$ cat src/hw/rtl/lzeul_pkg.sv
// ----------------------------------------------------------------------------
// lzeul_pkg: shared types and constants of the lorenz euler step block
// control word layout, op codes, register indexes and fixed-point helpers
// ----------------------------------------------------------------------------
package lzeul_pkg;

	localparam int FRAC_BITS_DEF = 16;
	localparam int COORD_W       = 32;
	localparam int DT_W          = 16;
	localparam int OPND_W        = COORD_W + 1;
	localparam int PROD_W        = 2 * OPND_W;

	// register file
	localparam int REG_IDX_W = 3;
	localparam logic [REG_IDX_W-1:0] REG_START_X   = 3'd0;
	localparam logic [REG_IDX_W-1:0] REG_START_Y   = 3'd1;
	localparam logic [REG_IDX_W-1:0] REG_START_Z   = 3'd2;
	localparam logic [REG_IDX_W-1:0] REG_SIGMA     = 3'd3;
	localparam logic [REG_IDX_W-1:0] REG_RHO       = 3'd4;
	localparam logic [REG_IDX_W-1:0] REG_BETA      = 3'd5;
	localparam logic [REG_IDX_W-1:0] REG_TIME_STEP = 3'd6;

	// reset values, integer part before scaling
	localparam int START_INT = 45;
	localparam int SIGMA_INT = 10;
	localparam int RHO_INT   = 28;
	localparam int BETA_NUM  = 16;
	localparam int BETA_DEN  = 6;
	localparam logic [DT_W-1:0] DT_RESET = 16'd655;

	// microprogram
	localparam int STEP_W    = 4;
	localparam int NUM_STEPS = 10;

	typedef enum logic [1:0] {
		MA_DT,
		MA_DTS,
		MA_X,
		MA_BETA
	} mul_a_t;

	typedef enum logic [3:0] {
		MB_SIGMA,
		MB_Y_MINUS_X,
		MB_RHO_MINUS_Z,
		MB_Y,
		MB_Z,
		MB_IY_LO,
		MB_IY_HI,
		MB_IZ_LO,
		MB_IZ_HI
	} mul_b_t;

	typedef enum logic [3:0] {
		OP_NOP,
		OP_LOAD,
		OP_DTS,
		OP_IZ0,
		OP_IZ1,
		OP_IY,
		OP_LO_Y,
		OP_HI_Y,
		OP_LO_Z,
		OP_HI_Z,
		OP_FIN
	} op_t;

	typedef enum logic [1:0] {
		SEQ_NEXT,
		SEQ_WAIT_ITEM,
		SEQ_JUMP_ROOM,
		SEQ_JUMP
	} seq_t;

	typedef struct packed {
		mul_a_t            a;
		mul_b_t            b;
		op_t               op;
		seq_t              seq;
		logic [STEP_W-1:0] target;
	} ucode_t;

	typedef struct packed {
		ucode_t word;
		logic   go;
	} ctrl_t;

	typedef struct packed {
		logic signed [COORD_W-1:0] start_x;
		logic signed [COORD_W-1:0] start_y;
		logic signed [COORD_W-1:0] start_z;
		logic signed [COORD_W-1:0] sigma;
		logic signed [COORD_W-1:0] rho;
		logic signed [COORD_W-1:0] beta;
		logic        [DT_W-1:0]    time_step;
	} cfg_t;

	typedef struct packed {
		logic signed [COORD_W-1:0] point_x;
		logic signed [COORD_W-1:0] point_y;
		logic signed [COORD_W-1:0] point_z;
		logic                      saturated;
	} result_t;

	// integer value scaled to fixed point with f fraction bits
	function automatic logic signed [COORD_W-1:0] to_fixed(input int v, input int f);
		return COORD_W'(longint'(v) <<< f);
	endfunction

endpackage

$ cat src/hw/rtl/lzeul_sequencer.sv
// ----------------------------------------------------------------------------
// lzeul_sequencer: microcode step counter and control store
// steps through the euler program, waits for an item and for output room
// ----------------------------------------------------------------------------
module lzeul_sequencer (
	input  logic              clk,
	input  logic              arst_n,
	input  logic              item_valid,
	input  logic              room,
	output logic              item_ready,
	output lzeul_pkg::ctrl_t  ctrl
);
	import lzeul_pkg::*;

	logic [STEP_W-1:0] step_q;
	ucode_t            word;
	logic              go;

	// one control word per step; each product lands in the product register
	// and is consumed by the op of the next word
	function automatic ucode_t rom(input logic [STEP_W-1:0] s);
		ucode_t w;
		w = '{MA_DT, MB_SIGMA, OP_NOP, SEQ_JUMP, '0};
		case (s)
			4'd0: w = '{MA_DT,   MB_SIGMA,       OP_LOAD, SEQ_WAIT_ITEM, '0};
			4'd1: w = '{MA_X,    MB_Y,           OP_DTS,  SEQ_NEXT,      '0};
			4'd2: w = '{MA_BETA, MB_Z,           OP_IZ0,  SEQ_NEXT,      '0};
			4'd3: w = '{MA_X,    MB_RHO_MINUS_Z, OP_IZ1,  SEQ_NEXT,      '0};
			4'd4: w = '{MA_DT,   MB_IZ_LO,       OP_IY,   SEQ_NEXT,      '0};
			4'd5: w = '{MA_DT,   MB_IZ_HI,       OP_LO_Z, SEQ_NEXT,      '0};
			4'd6: w = '{MA_DT,   MB_IY_LO,       OP_HI_Z, SEQ_NEXT,      '0};
			4'd7: w = '{MA_DT,   MB_IY_HI,       OP_LO_Y, SEQ_NEXT,      '0};
			4'd8: w = '{MA_DTS,  MB_Y_MINUS_X,   OP_HI_Y, SEQ_NEXT,      '0};
			4'd9: w = '{MA_DT,   MB_SIGMA,       OP_FIN,  SEQ_JUMP_ROOM, '0};
			default: ;
		endcase
		return w;
	endfunction

	assign word = rom(step_q);

	always_comb begin
		case (word.seq)
			SEQ_WAIT_ITEM: go = item_valid;
			SEQ_JUMP_ROOM: go = room;
			default:       go = 1'b1;
		endcase
	end

	assign item_ready = (word.seq == SEQ_WAIT_ITEM);
	assign ctrl.word  = word;
	assign ctrl.go    = go;

	always_ff @(posedge clk or negedge arst_n) begin
		if (!arst_n) begin
			step_q <= '0;
		end else if (go) begin
			if (word.seq == SEQ_JUMP_ROOM || word.seq == SEQ_JUMP) begin
				step_q <= word.target;
			end else begin
				step_q <= step_q + 1'b1;
			end
		end
	end

endmodule

$ cat src/hw/rtl/lzeul_datapath.sv
// ----------------------------------------------------------------------------
// lzeul_datapath: position registers, shared multiplier and accumulators
// executes one control word per enabled cycle
// ----------------------------------------------------------------------------
module lzeul_datapath #(
	parameter int FRAC_BITS = lzeul_pkg::FRAC_BITS_DEF
) (
	input  logic               clk,
	input  logic               arst_n,
	input  lzeul_pkg::ctrl_t   ctrl,
	input  lzeul_pkg::cfg_t    cfg,
	input  logic               restart,
	output lzeul_pkg::result_t res
);
	import lzeul_pkg::*;

	localparam int PF    = PROD_W - FRAC_BITS;  // product after the fraction shift
	localparam int IW    = PF + 1;              // iy / iz
	localparam int SW    = IW + 2;              // sums before clamping
	localparam int SUM_W = COORD_W + 2;
	localparam logic signed [COORD_W-1:0] POS_RST = to_fixed(START_INT, FRAC_BITS);

	logic signed [COORD_W-1:0] pos_x_q, pos_y_q, pos_z_q;
	logic signed [COORD_W-1:0] dts_q;
	logic signed [PROD_W-1:0]  prod_q;
	logic signed [IW-1:0]      iy_q, iz_q;
	logic signed [SUM_W-1:0]   sum_q;
	logic signed [COORD_W-1:0] ny_q, nz_q;
	logic                      sat_q;

	logic signed [OPND_W-1:0]  opnd_a, opnd_b;
	logic signed [PF-1:0]      prod_f;
	logic        [COORD_W-1:0] prod_lo;
	logic signed [SW-1:0]      prod_hi;
	logic        [COORD_W:0]   x_next, hi_next;
	logic signed [COORD_W-1:0] lo_coord;

	// clamp to the coordinate range, top bit flags a clip
	function automatic logic [COORD_W:0] clamp_sum(input logic signed [SW-1:0] v);
		logic [SW-COORD_W:0] hi;
		hi = v[SW-1:COORD_W-1];
		if ((&hi) || !(|hi)) begin
			return {1'b0, v[COORD_W-1:0]};
		end else if (v[SW-1]) begin
			return {1'b1, 1'b1, {(COORD_W-1){1'b0}}};
		end else begin
			return {1'b1, 1'b0, {(COORD_W-1){1'b1}}};
		end
	endfunction

	always_comb begin
		case (ctrl.word.a)
			MA_DT:   opnd_a = $signed({{(OPND_W-DT_W){1'b0}}, cfg.time_step});
			MA_DTS:  opnd_a = OPND_W'(dts_q);
			MA_X:    opnd_a = OPND_W'(pos_x_q);
			MA_BETA: opnd_a = OPND_W'(cfg.beta);
			default: opnd_a = '0;
		endcase
	end

	always_comb begin
		case (ctrl.word.b)
			MB_SIGMA:       opnd_b = OPND_W'(cfg.sigma);
			MB_Y_MINUS_X:   opnd_b = OPND_W'(pos_y_q) - OPND_W'(pos_x_q);
			MB_RHO_MINUS_Z: opnd_b = OPND_W'(cfg.rho) - OPND_W'(pos_z_q);
			MB_Y:           opnd_b = OPND_W'(pos_y_q);
			MB_Z:           opnd_b = OPND_W'(pos_z_q);
			MB_IY_LO:       opnd_b = $signed({1'b0, iy_q[COORD_W-1:0]});
			MB_IY_HI:       opnd_b = OPND_W'($signed(iy_q[IW-1:COORD_W]));
			MB_IZ_LO:       opnd_b = $signed({1'b0, iz_q[COORD_W-1:0]});
			MB_IZ_HI:       opnd_b = OPND_W'($signed(iz_q[IW-1:COORD_W]));
			default:        opnd_b = '0;
		endcase
	end

	// floor shifts are plain part-selects of the registered product
	assign prod_f   = $signed(prod_q[PROD_W-1:FRAC_BITS]);
	assign prod_lo  = prod_q[DT_W+COORD_W-1:DT_W];
	assign prod_hi  = $signed({prod_q[SW-DT_W-1:0], {DT_W{1'b0}}});
	assign lo_coord = (ctrl.word.op == OP_LO_Z) ? pos_z_q : pos_y_q;
	assign x_next   = clamp_sum(SW'(pos_x_q) + SW'(prod_f));
	assign hi_next  = clamp_sum(SW'(sum_q) + prod_hi);

	always_ff @(posedge clk) begin
		if (ctrl.go) begin
			prod_q <= opnd_a * opnd_b;
			case (ctrl.word.op)
				OP_LOAD: sat_q <= 1'b0;
				OP_DTS:  dts_q <= $signed(prod_lo);
				OP_IZ0:  iz_q  <= IW'(prod_f);
				OP_IZ1:  iz_q  <= iz_q - IW'(prod_f);
				OP_IY:   iy_q  <= IW'(prod_f) - IW'(pos_y_q);
				OP_LO_Y, OP_LO_Z: begin
					// low partial product is non-negative
					sum_q <= SUM_W'(lo_coord) + $signed({2'b00, prod_lo});
				end
				OP_HI_Y: begin
					ny_q  <= $signed(hi_next[COORD_W-1:0]);
					sat_q <= sat_q | hi_next[COORD_W];
				end
				OP_HI_Z: begin
					nz_q  <= $signed(hi_next[COORD_W-1:0]);
					sat_q <= sat_q | hi_next[COORD_W];
				end
				default: ;
			endcase
		end
	end

	always_ff @(posedge clk or negedge arst_n) begin
		if (!arst_n) begin
			pos_x_q <= POS_RST;
			pos_y_q <= POS_RST;
			pos_z_q <= POS_RST;
		end else if (ctrl.go) begin
			if (ctrl.word.op == OP_LOAD && restart) begin
				pos_x_q <= cfg.start_x;
				pos_y_q <= cfg.start_y;
				pos_z_q <= cfg.start_z;
			end else if (ctrl.word.op == OP_FIN) begin
				pos_x_q <= $signed(x_next[COORD_W-1:0]);
				pos_y_q <= ny_q;
				pos_z_q <= nz_q;
			end
		end
	end

	// point before the update, valid during the finishing step
	assign res.point_x   = pos_x_q;
	assign res.point_y   = pos_y_q;
	assign res.point_z   = pos_z_q;
	assign res.saturated = sat_q | x_next[COORD_W];

endmodule

$ cat src/hw/rtl/lorenz_euler_step_top.sv
// ----------------------------------------------------------------------------
// lorenz_euler_step_top: lorenz attractor trajectory by forward euler steps
// signed fixed point, one point out per tick item, microcoded datapath
// ----------------------------------------------------------------------------
//
//  channel  dir  signals                        content
//  s_axis   in   tvalid tready tdata[7:0]       restart (bit 0)
//  m_axis   out  tvalid tready tdata[95:0] tuser point_x, point_y, point_z; saturated
//  cfg      in   cfg_we cfg_index cfg_data      register write, no read-back
//
//  one item at a time: the accept step and nine program steps run nine products
//  through one shared 33x33 multiplier; the result is registered on the finishing step
//  the next item can be accepted in the cycle after the result is registered
//  reset loads the default coefficients and puts the point at 45.0 each
//  a result not taken holds the sequencer on its final step; nothing is lost
//
module lorenz_euler_step_top #(
	parameter int FRAC_BITS = lzeul_pkg::FRAC_BITS_DEF
) (
	input  logic                                clk,
	input  logic                                arst_n,
	// slave side
	input  logic                                s_axis_tvalid,
	output logic                                s_axis_tready,
	input  logic [7:0]                          s_axis_tdata,   // restart
	// master side
	output logic                                m_axis_tvalid,
	input  logic                                m_axis_tready,
	output logic [3*lzeul_pkg::COORD_W-1:0]     m_axis_tdata,   // point_x, point_y, point_z
	output logic                                m_axis_tuser,   // saturated
	// configuration
	input  logic                                cfg_we,
	input  logic [lzeul_pkg::REG_IDX_W-1:0]     cfg_index,
	input  logic [lzeul_pkg::COORD_W-1:0]       cfg_data
);
	import lzeul_pkg::*;

	localparam logic signed [COORD_W-1:0] START_RST = to_fixed(START_INT, FRAC_BITS);
	localparam logic signed [COORD_W-1:0] SIGMA_RST = to_fixed(SIGMA_INT, FRAC_BITS);
	localparam logic signed [COORD_W-1:0] RHO_RST   = to_fixed(RHO_INT, FRAC_BITS);
	// 8/3 rounded to nearest
	localparam logic signed [COORD_W-1:0] BETA_RST  =
		COORD_W'(((longint'(BETA_NUM) <<< FRAC_BITS) + BETA_DEN / 2) / BETA_DEN);

	cfg_t    cfg_q;
	result_t res;
	result_t out_q;
	logic    out_valid_q;
	ctrl_t   ctrl;
	logic    room;
	logic    fin;

	// configuration registers, out-of-range index ignored
	always_ff @(posedge clk or negedge arst_n) begin
		if (!arst_n) begin
			cfg_q.start_x   <= START_RST;
			cfg_q.start_y   <= START_RST;
			cfg_q.start_z   <= START_RST;
			cfg_q.sigma     <= SIGMA_RST;
			cfg_q.rho       <= RHO_RST;
			cfg_q.beta      <= BETA_RST;
			cfg_q.time_step <= DT_RESET;
		end else if (cfg_we) begin
			case (cfg_index)
				REG_START_X:   cfg_q.start_x   <= cfg_data;
				REG_START_Y:   cfg_q.start_y   <= cfg_data;
				REG_START_Z:   cfg_q.start_z   <= cfg_data;
				REG_SIGMA:     cfg_q.sigma     <= cfg_data;
				REG_RHO:       cfg_q.rho       <= cfg_data;
				REG_BETA:      cfg_q.beta      <= cfg_data;
				REG_TIME_STEP: cfg_q.time_step <= cfg_data[DT_W-1:0];
				default: ;
			endcase
		end
	end

	// output slot is free if empty or being drained this cycle
	assign room = !out_valid_q || m_axis_tready;
	assign fin  = ctrl.go && (ctrl.word.op == OP_FIN);

	lzeul_sequencer u_seq (
		.clk        (clk),
		.arst_n     (arst_n),
		.item_valid (s_axis_tvalid),
		.room       (room),
		.item_ready (s_axis_tready),
		.ctrl       (ctrl)
	);

	lzeul_datapath #(
		.FRAC_BITS (FRAC_BITS)
	) u_dp (
		.clk     (clk),
		.arst_n  (arst_n),
		.ctrl    (ctrl),
		.cfg     (cfg_q),
		.restart (s_axis_tdata[0]),
		.res     (res)
	);

	// output register parts the result from the sequencer
	always_ff @(posedge clk or negedge arst_n) begin
		if (!arst_n) begin
			out_valid_q <= 1'b0;
		end else if (fin) begin
			out_valid_q <= 1'b1;
		end else if (m_axis_tready) begin
			out_valid_q <= 1'b0;
		end
	end

	always_ff @(posedge clk) begin
		if (fin) begin
			out_q <= res;
		end
	end

	assign m_axis_tvalid = out_valid_q;
	assign m_axis_tdata  = {out_q.point_z, out_q.point_y, out_q.point_x};
	assign m_axis_tuser  = out_q.saturated;

`ifndef NO_ASSERTIONS
	// one item at a time: busy right after an accept
	a_busy_after_accept: assert property (@(posedge clk) disable iff (!arst_n)
		(s_axis_tvalid && s_axis_tready) |=> !s_axis_tready)
		else $error("item accepted while previous item still in work");

	// a finished item never overwrites a pending result
	a_no_overwrite: assert property (@(posedge clk) disable iff (!arst_n)
		fin |-> (!m_axis_tvalid || m_axis_tready))
		else $error("result register overwritten before it was taken");

	// a result appears only after the finishing step
	a_valid_from_fin: assert property (@(posedge clk) disable iff (!arst_n)
		$rose(m_axis_tvalid) |-> $past(fin))
		else $error("output valid without a finished item");
`endif

endmodule

$ cat config.mk
export PLATFORM = sky130hd
export DESIGN_NAME = lorenz_euler_step_top
export DESIGN_NICKNAME = d
export VERILOG_FILES = /design/src/hw/rtl/lzeul_pkg.sv /design/src/hw/rtl/lzeul_sequencer.sv /design/src/hw/rtl/lzeul_datapath.sv /design/src/hw/rtl/lorenz_euler_step_top.sv
export SDC_FILE = /design/constraint.sdc
export NUM_CORES = 2
export LEC_CHECK = 0
export BUFFER_PORTS_ARGS = -buffer_cell sky130_fd_sc_hd__buf_4
export CORE_AREA = 2 2 555 419
export DETAILED_ROUTE_END_ITERATION = 10
export DIE_AREA = 0 0 557 421
export PLACE_DENSITY = 0.5
export SYNTH_ARGS = -nofsm -noshare
export SYNTH_HDL_FRONTEND = slang
export SYNTH_SLANG_ARGS = --single-unit
$ cat constraint.sdc
create_clock -name clk -period 11.2 [get_ports clk]
set_input_delay 2.24 -clock clk [delete_from_list [all_inputs] [get_ports clk]]
set_output_delay 2.24 -clock clk [all_outputs]
set_load 0.01 [all_outputs]
Word-level counts from Yosys, hierarchy flattened
Cells that the tools add are included.
{ "totals": {"regBits": 705, "in_bits": 48, "output_inout_bits": 99, "wordCells": 132} }
{ "classes": {"add_sub_neg": 8, "multipliers": 1, "eq_ne": 39, "mux": 20, "bitwise": 2, "n_reduce_logical": 38} }
{ "ops": {"columns": ["operator", "count"], "rows": [
  ["33-bit one-hot mux with 9 select lines", 1],
  ["32-bit two-way mux", 9],
  ["16-bit one-hot mux with 10 select lines", 1],
  ["33-bit one-hot mux with 4 select lines", 1],
  ["51-bit one-hot mux with 2 select lines", 1],
  ["33-bit by 33-bit multiplier with 66-bit output", 1],
  ["33-bit two-way mux", 2],
  ["32-bit by 32-bit subtractor with 33-bit output", 2],
  ["34-bit by 53-bit adder with 53-bit output", 1],
  ["32-bit by 50-bit adder with 51-bit output", 1],
  ["50-bit by 32-bit subtractor with 51-bit output", 1],
  ["51-bit by 50-bit subtractor with 51-bit output", 1],
  ["4-bit by 3-bit == test with 1-bit output, second input constant", 12],
  ["22-bit AND reduction", 2],
  ["22-bit OR reduction", 2],
  ["32-bit by 33-bit adder with 34-bit output", 1],
  ["2-bit AND reduction", 15],
  ["4-bit by 2-bit == test with 1-bit output, second input constant", 6],
  ["4-bit == test, second input constant", 6],
  ["4-bit by 1-bit == test with 1-bit output, second input constant", 3],
  ["3-bit == test, second input constant", 3],
  ["2-bit == test, second input constant", 4],
  ["4-bit zero test", 2],
  ["2-bit nonzero test", 4],
  ["14 further kinds", 26]
]} }

Logic depth before layout (Yosys ltp)
{ "depth": {"depth_word": 7, "mapped_depth": 47, "depth_no_buf": 45} }

By module
Synthesis repeated with hierarchy kept, for this count alone.
{ "hier_totals": {"cells_unflattened": 8396, "hier_area_um2": 81067.8} }
{ "by_module_without_submodules": {"columns": ["module", "n_inst", "cells_per_inst", "area_each_um2", "seq_area_each_um2"], "rows": [
  ["lzeul_datapath", 1, 7773, 69729.4, 11395.9],
  ["lorenz_euler_step_top", 1, 552, 10801.6, 8184.1],
  ["lzeul_sequencer", 1, 71, 536.8, 100.1]
]} }

Least setup slack after synthesis
OpenSTA, ideal clock, no wires.
{ "synth_path": {"kind": "register to register", "start": "register u_seq.step_q[0]", "end": "register u_dp.prod_q[63] (data pin)", "t_arrival_ps": 10664, "required_ps": 10934, "slack_ps": 270, "path_stages_with_launch": 43, "path_buffers": 4, "synth_period_minus_slack_ps": 10930, "path_cell_list": "dfrtp_1 inv_1 ha_1 clkbuf_1 inv_1 nor2_1 a21oi_1 nor4b_1 a22oi_1 clkbuf_1 o2111ai_1 a221oi_1 nand3_1 clkbuf_1 nand2_1 fa_1 inv_1 fa_1 (+7 left out) fa_1 fa_1 inv_1 ha_1 clkbuf_1 a21o_1 a21o_1 a221o_1 a211o_1 a2111o_1 a31o_2 o41a_1 a41o_1 nand3_1 o221a_2 nor2b_1 o41ai_1 xnor2_1"} }
{ "synth_via": {"elab_chain_cells": 5} }
{ "synth_lines": {"columns": ["item", "line_no", "rtl"], "rows": [
  ["from (decl)", "lzeul_sequencer.sv:15", "logic [STEP_W-1:0] step_q;"],
  ["from (signal assigned)", "lzeul_sequencer.sv:59", "step_q <= word.target;"],
  ["from (signal assigned)", "lzeul_sequencer.sv:61", "step_q <= step_q + 1'b1;"],
  ["4-bit == test, or another cell as far along", "lzeul_sequencer.sv:24", "case (s)"],
  ["16-bit one-hot mux with 10 select lines (*)", "lzeul_sequencer.sv:24", null],
  ["4-bit == test, or another cell as far along", "lzeul_datapath.sv:62", "case (ctrl.word.b)"],
  ["33-bit one-hot mux with 9 select lines / 33-bit one-hot mux with 4 select lines (equally long branches)", "lzeul_datapath.sv:62, lzeul_datapath.sv:52", null],
  ["33-bit by 33-bit multiplier with 66-bit output (*)", "lzeul_datapath.sv:86", "prod_q <= opnd_a * opnd_b;"],
  ["to (signal assigned)", "lzeul_datapath.sv:86", null],
  ["to (decl)", "lzeul_datapath.sv:25", "logic signed [PROD_W-1:0] prod_q;"]
]} }
Mark *: on every way between the ends. The rest lies on a longest branch, timed or not.
A chain may end at the register's enable or synchronous reset.

Worst setup path in the final report
{ "layout_path": {"start": "register u_dp.pos_y_q[1]", "end": "register u_dp.prod_q[63] (data pin)"} }
{ "layout_via": {"elab_chain_cells": 3} }
{ "layout_lines": {"columns": ["item", "line_no", "rtl"], "rows": [
  ["from (decl)", "lzeul_datapath.sv:23", "logic signed [COORD_W-1:0] pos_x_q, pos_y_q, pos_z_q;"],
  ["from (signal assigned)", "lzeul_datapath.sv:118", "pos_y_q <= cfg.start_y;"],
  ["from (signal assigned)", "lzeul_datapath.sv:122", "pos_y_q <= ny_q;"],
  ["32-bit by 32-bit subtractor with 33-bit output", "lzeul_datapath.sv:64", "MB_Y_MINUS_X: opnd_b = OPND_W'(pos_y_q) - OPND_W'(pos_x_q);"],
  ["33-bit one-hot mux with 9 select lines (*)", "lzeul_datapath.sv:62", null],
  ["33-bit by 33-bit multiplier with 66-bit output (*)", "lzeul_datapath.sv:86", null]
]} }
Marked as above.

==> results.md <==
- Distinct cells, synth: 93
- FILL cells: 22700
- DR vias/cell: about 5.3
- Final count of pins violating max slew: 2
- Layout cells sized above 1: about 18%
- DRT iter0 DRCs: about 6800
- Drt drc: 0
- CTS tree: built
- Number of port buffers: 139
- Outcome: finished, violations left
- Register area share after synthesis: 24.7%
- Failing checks: max-capacitance violations, max-slew violations, negative setup slack
- Share of the synthesized area in the top cell type: between 20% and 30%
- Die Y: roughly 420 um
- Post-synth ARST share: a little over two fifths
- Fin util: between 40% and 50%
- Hpwl dp: approximately 260000 um
- Most common cell on crit path: fa_1
- Chip width: 557 um
- FF-to-FF Start: u_dp.pos_y_q[1]
- Setup WS post-layout: -0.275 ns
- Yosys warns: 0
- I/O pins: between 100 and 150
- CP peak stage delay: between 1 and 1.5 ns
- Clk slew on worst S/H paths: 0.07 ns
- Antenna-violating nets left: 0
- Area contributors post-synth: fa_1, edfxtp_1, dfrtp_1
- Layout Cells excl Fill: 12200
- Most common cell after layout, fill and taps aside: nand2_1
- Clock root buffer: clkbuf_16
- Fin crit period: between 10 and 15 ns
- Pre-CTS WS: -0.945 ns
- Syn Area/Cell: 9.65 um2
- Placed insts: between 10000 and 15000
- #FFs+latches synth: a little over 700
- DRT Pass-1 Iters: 6
- WL per Instance: around 25 um
- Fmax: 87.1 MHz
- Layout Skew: 0.0462 ns
- R2R setup slack: -0.27 ns
- Top_reg_cell synth: edfxtp_1
- Synthesized cell area: roughly 80000 um2
- CP max-delay cell: a222oi_1
- Crit path DAT: about 12 ns
- Max-cap violations: 1
- Clk buf depth: 3
- Tcrit/Tclk final: 102%
- Hold Slack: 0.461 ns
- Final GP Congestion: around 1.0
- Crit path max fanout: 26
- Worst Setup Start Kind: flop
- Worst Path Required: about 12 ns
- Synthesis-to-finish area growth: 19.0%
- Post-synth EDFFs: 396
- Synthesized Nets: between 9000 and 10000
- Clk_lat worst skew: a little over 0.7 ns
- TritonCTS Sinks: ~710
- Setup violations, final: 4
- Worst Hold Path Cells: 2
- Core ar.: ~230000 um2
- Initial antenna violation count: 33
- Largest area contributor in the netlist: fa_1
- Hold Startpoint: cfg_q[160]
- Total CTS buffers: 81
- Largest net degree at the start of global routing: approximately 100
- Fin. Hold Viols: 0
- NumNets Final: 10700
- GRT overflow: 0
- Worst flop-to-flop path endpoint: u_dp.prod_q[63]
- Number of global-route vias before repair: between 60000 and 70000
- Worst Hold Class: reg2reg
- Crit end category: flop
- Gate count of the mapped netlist: 8267
- Max_slew headroom: -5.64%
- Routed via count: 64900
- RSZ-0062 raised after global routing: true
- Die ar.: approximately 230000 um2
- Slew @ Worst Pin: 1.57 ns
- Commonest non-fill, non-tap cells in the layout: nand2_1, inv_1, fa_1
- CP Class: reg2reg
- Total global-route track usage: a little over a quarter
- Hold endpoint: u_dp.pos_y_q[16]
- Initial Util: a little over a third
- Hold buffers post-CTS: 0
- Final WL: 311000 um
- Reg2reg path depth: 37
- Row count: about 150
- H-tree depth: 3
- First-pass GRT wire length: 451000 um
==> repair_timing <==
item	in CTS	in global routing
setup endpoints to repair	15	22
pin swaps	27	32
gates resized for setup	80	93
setup buffers	12	11
==> per-layer routing <==
layer | part of all wire [%] | GRT usage [%]
met1 | 47 | 40.0
met2 | 41 | 36.7
met3 | 10 | 7.95
met4 | 2.4 | 5.60
met5 | 0.034 | 0
==> worst max-delay path by stage <==
stage,startpoint,end,slack [ns]
final,u_dp.pos_y_q[1],u_dp.prod_q[63],-0.27
after global routing,u_dp.pos_y_q[1],u_dp.prod_q[63],-0.43
after CTS,u_dp.pos_y_q[1],u_dp.prod_q[63],-0.13
after detailed placement,u_dp.pos_y_q[0],u_dp.prod_q[63],-0.94
after global placement,u_dp.pos_y_q[0],u_dp.prod_q[63],-0.90
after floorplan,u_seq.step_q[0],u_dp.prod_q[63],0.27
==> metrics by stage <==
step	instance area (um2)	setup TNS (ns)
2_1_floorplan	79800	0
3_3_place_gp	91200	-5.91
3_5_place_dp	91300	-6.22
4_1_cts	94400	-0.235
5_1_grt	94900	-1.47
6_report	94900	-0.706
==> cells in the mapped netlist (all sizes together) (11+ instances only) <==
cell type	number
o211ai	21
a21boi	13
xor2	86
and2	106
a21o	193
ha	505
a211oi	29
mux2	207
a221o	17
a22oi	68
nor3	103
buf	23
a41oi	14
a31oi	119
o21bai	38
xnor2	205
nand4b	14
o221ai	14
nor2	389
nand3	90
a311oi	11
o21a	43
nand2b	114
or3	20
clkbuf	326
o21ai	303
fa	1130
nor4	18
a21oi	383
inv	1255
o31ai	19
a222oi	14
and3	34
or2	16
nor2b	54
nand4	48
a221oi	61
dfstp	45
dfrtp	264
nand2	1302
edfxtp	396
o2111ai	12
==> state kept, by name, indices dropped and copies added, names as in the netlist, 34 cells and up <==
register,count
m_axis_tdata,96
cfg_q,208
u_dp.prod_q,66
u_dp.iy_q,51
u_dp.iz_q,51
u_dp.sum_q,34
==> critical path, delay by kind of cell, from the launching register on <==
| kind | cells | cell delay, ns |
|---|---|---|
| compound gates | 10 | 3.82 |
| simple gates | 7 | 0.57 |
| buf+inv | 8 | 1.23 |
| xor+xnor | 2 | 0.31 |
| flops | 1 | 0.38 |
| fa+ha+maj | 10 | 4.83 |
==> logic make-up after synthesis <==
group | Yosys count | share of synthesized area, %
AO/OA/AOI/OAI | 1467 | 12.1
XOR/XNOR | 291 | 3.20
adder cells (fa/ha/maj) | 1635 | 36.3
buffers and inverters | 1604 | 7.65
flip-flops | 705 | 24.7
multiplexers | 215 | 3.02
AND/OR/NAND/NOR | 2350 | 13.0
==> layout make-up <==
class | instances | area (um2) | area share, %
Multi-Input combinational cell | 5958 | 55100 | 58.0
Sequential cell | 705 | 19700 | 20.7
Timing Repair Buffer | 1058 | 8760 | 9.23
Inverter | 1255 | 4720 | 4.97
Tap cell | 3100 | 3880 | 4.09
Clock buffer | 110 | 2300 | 2.42
Clock inverter | 42 | 477 | 0.502
Antenna cell | 11 | 27.5 | 0.0290
Power is left out: the tool's default activity adds up to more than one toggle a clock period on the data nets, which glitch-free logic cannot reach.
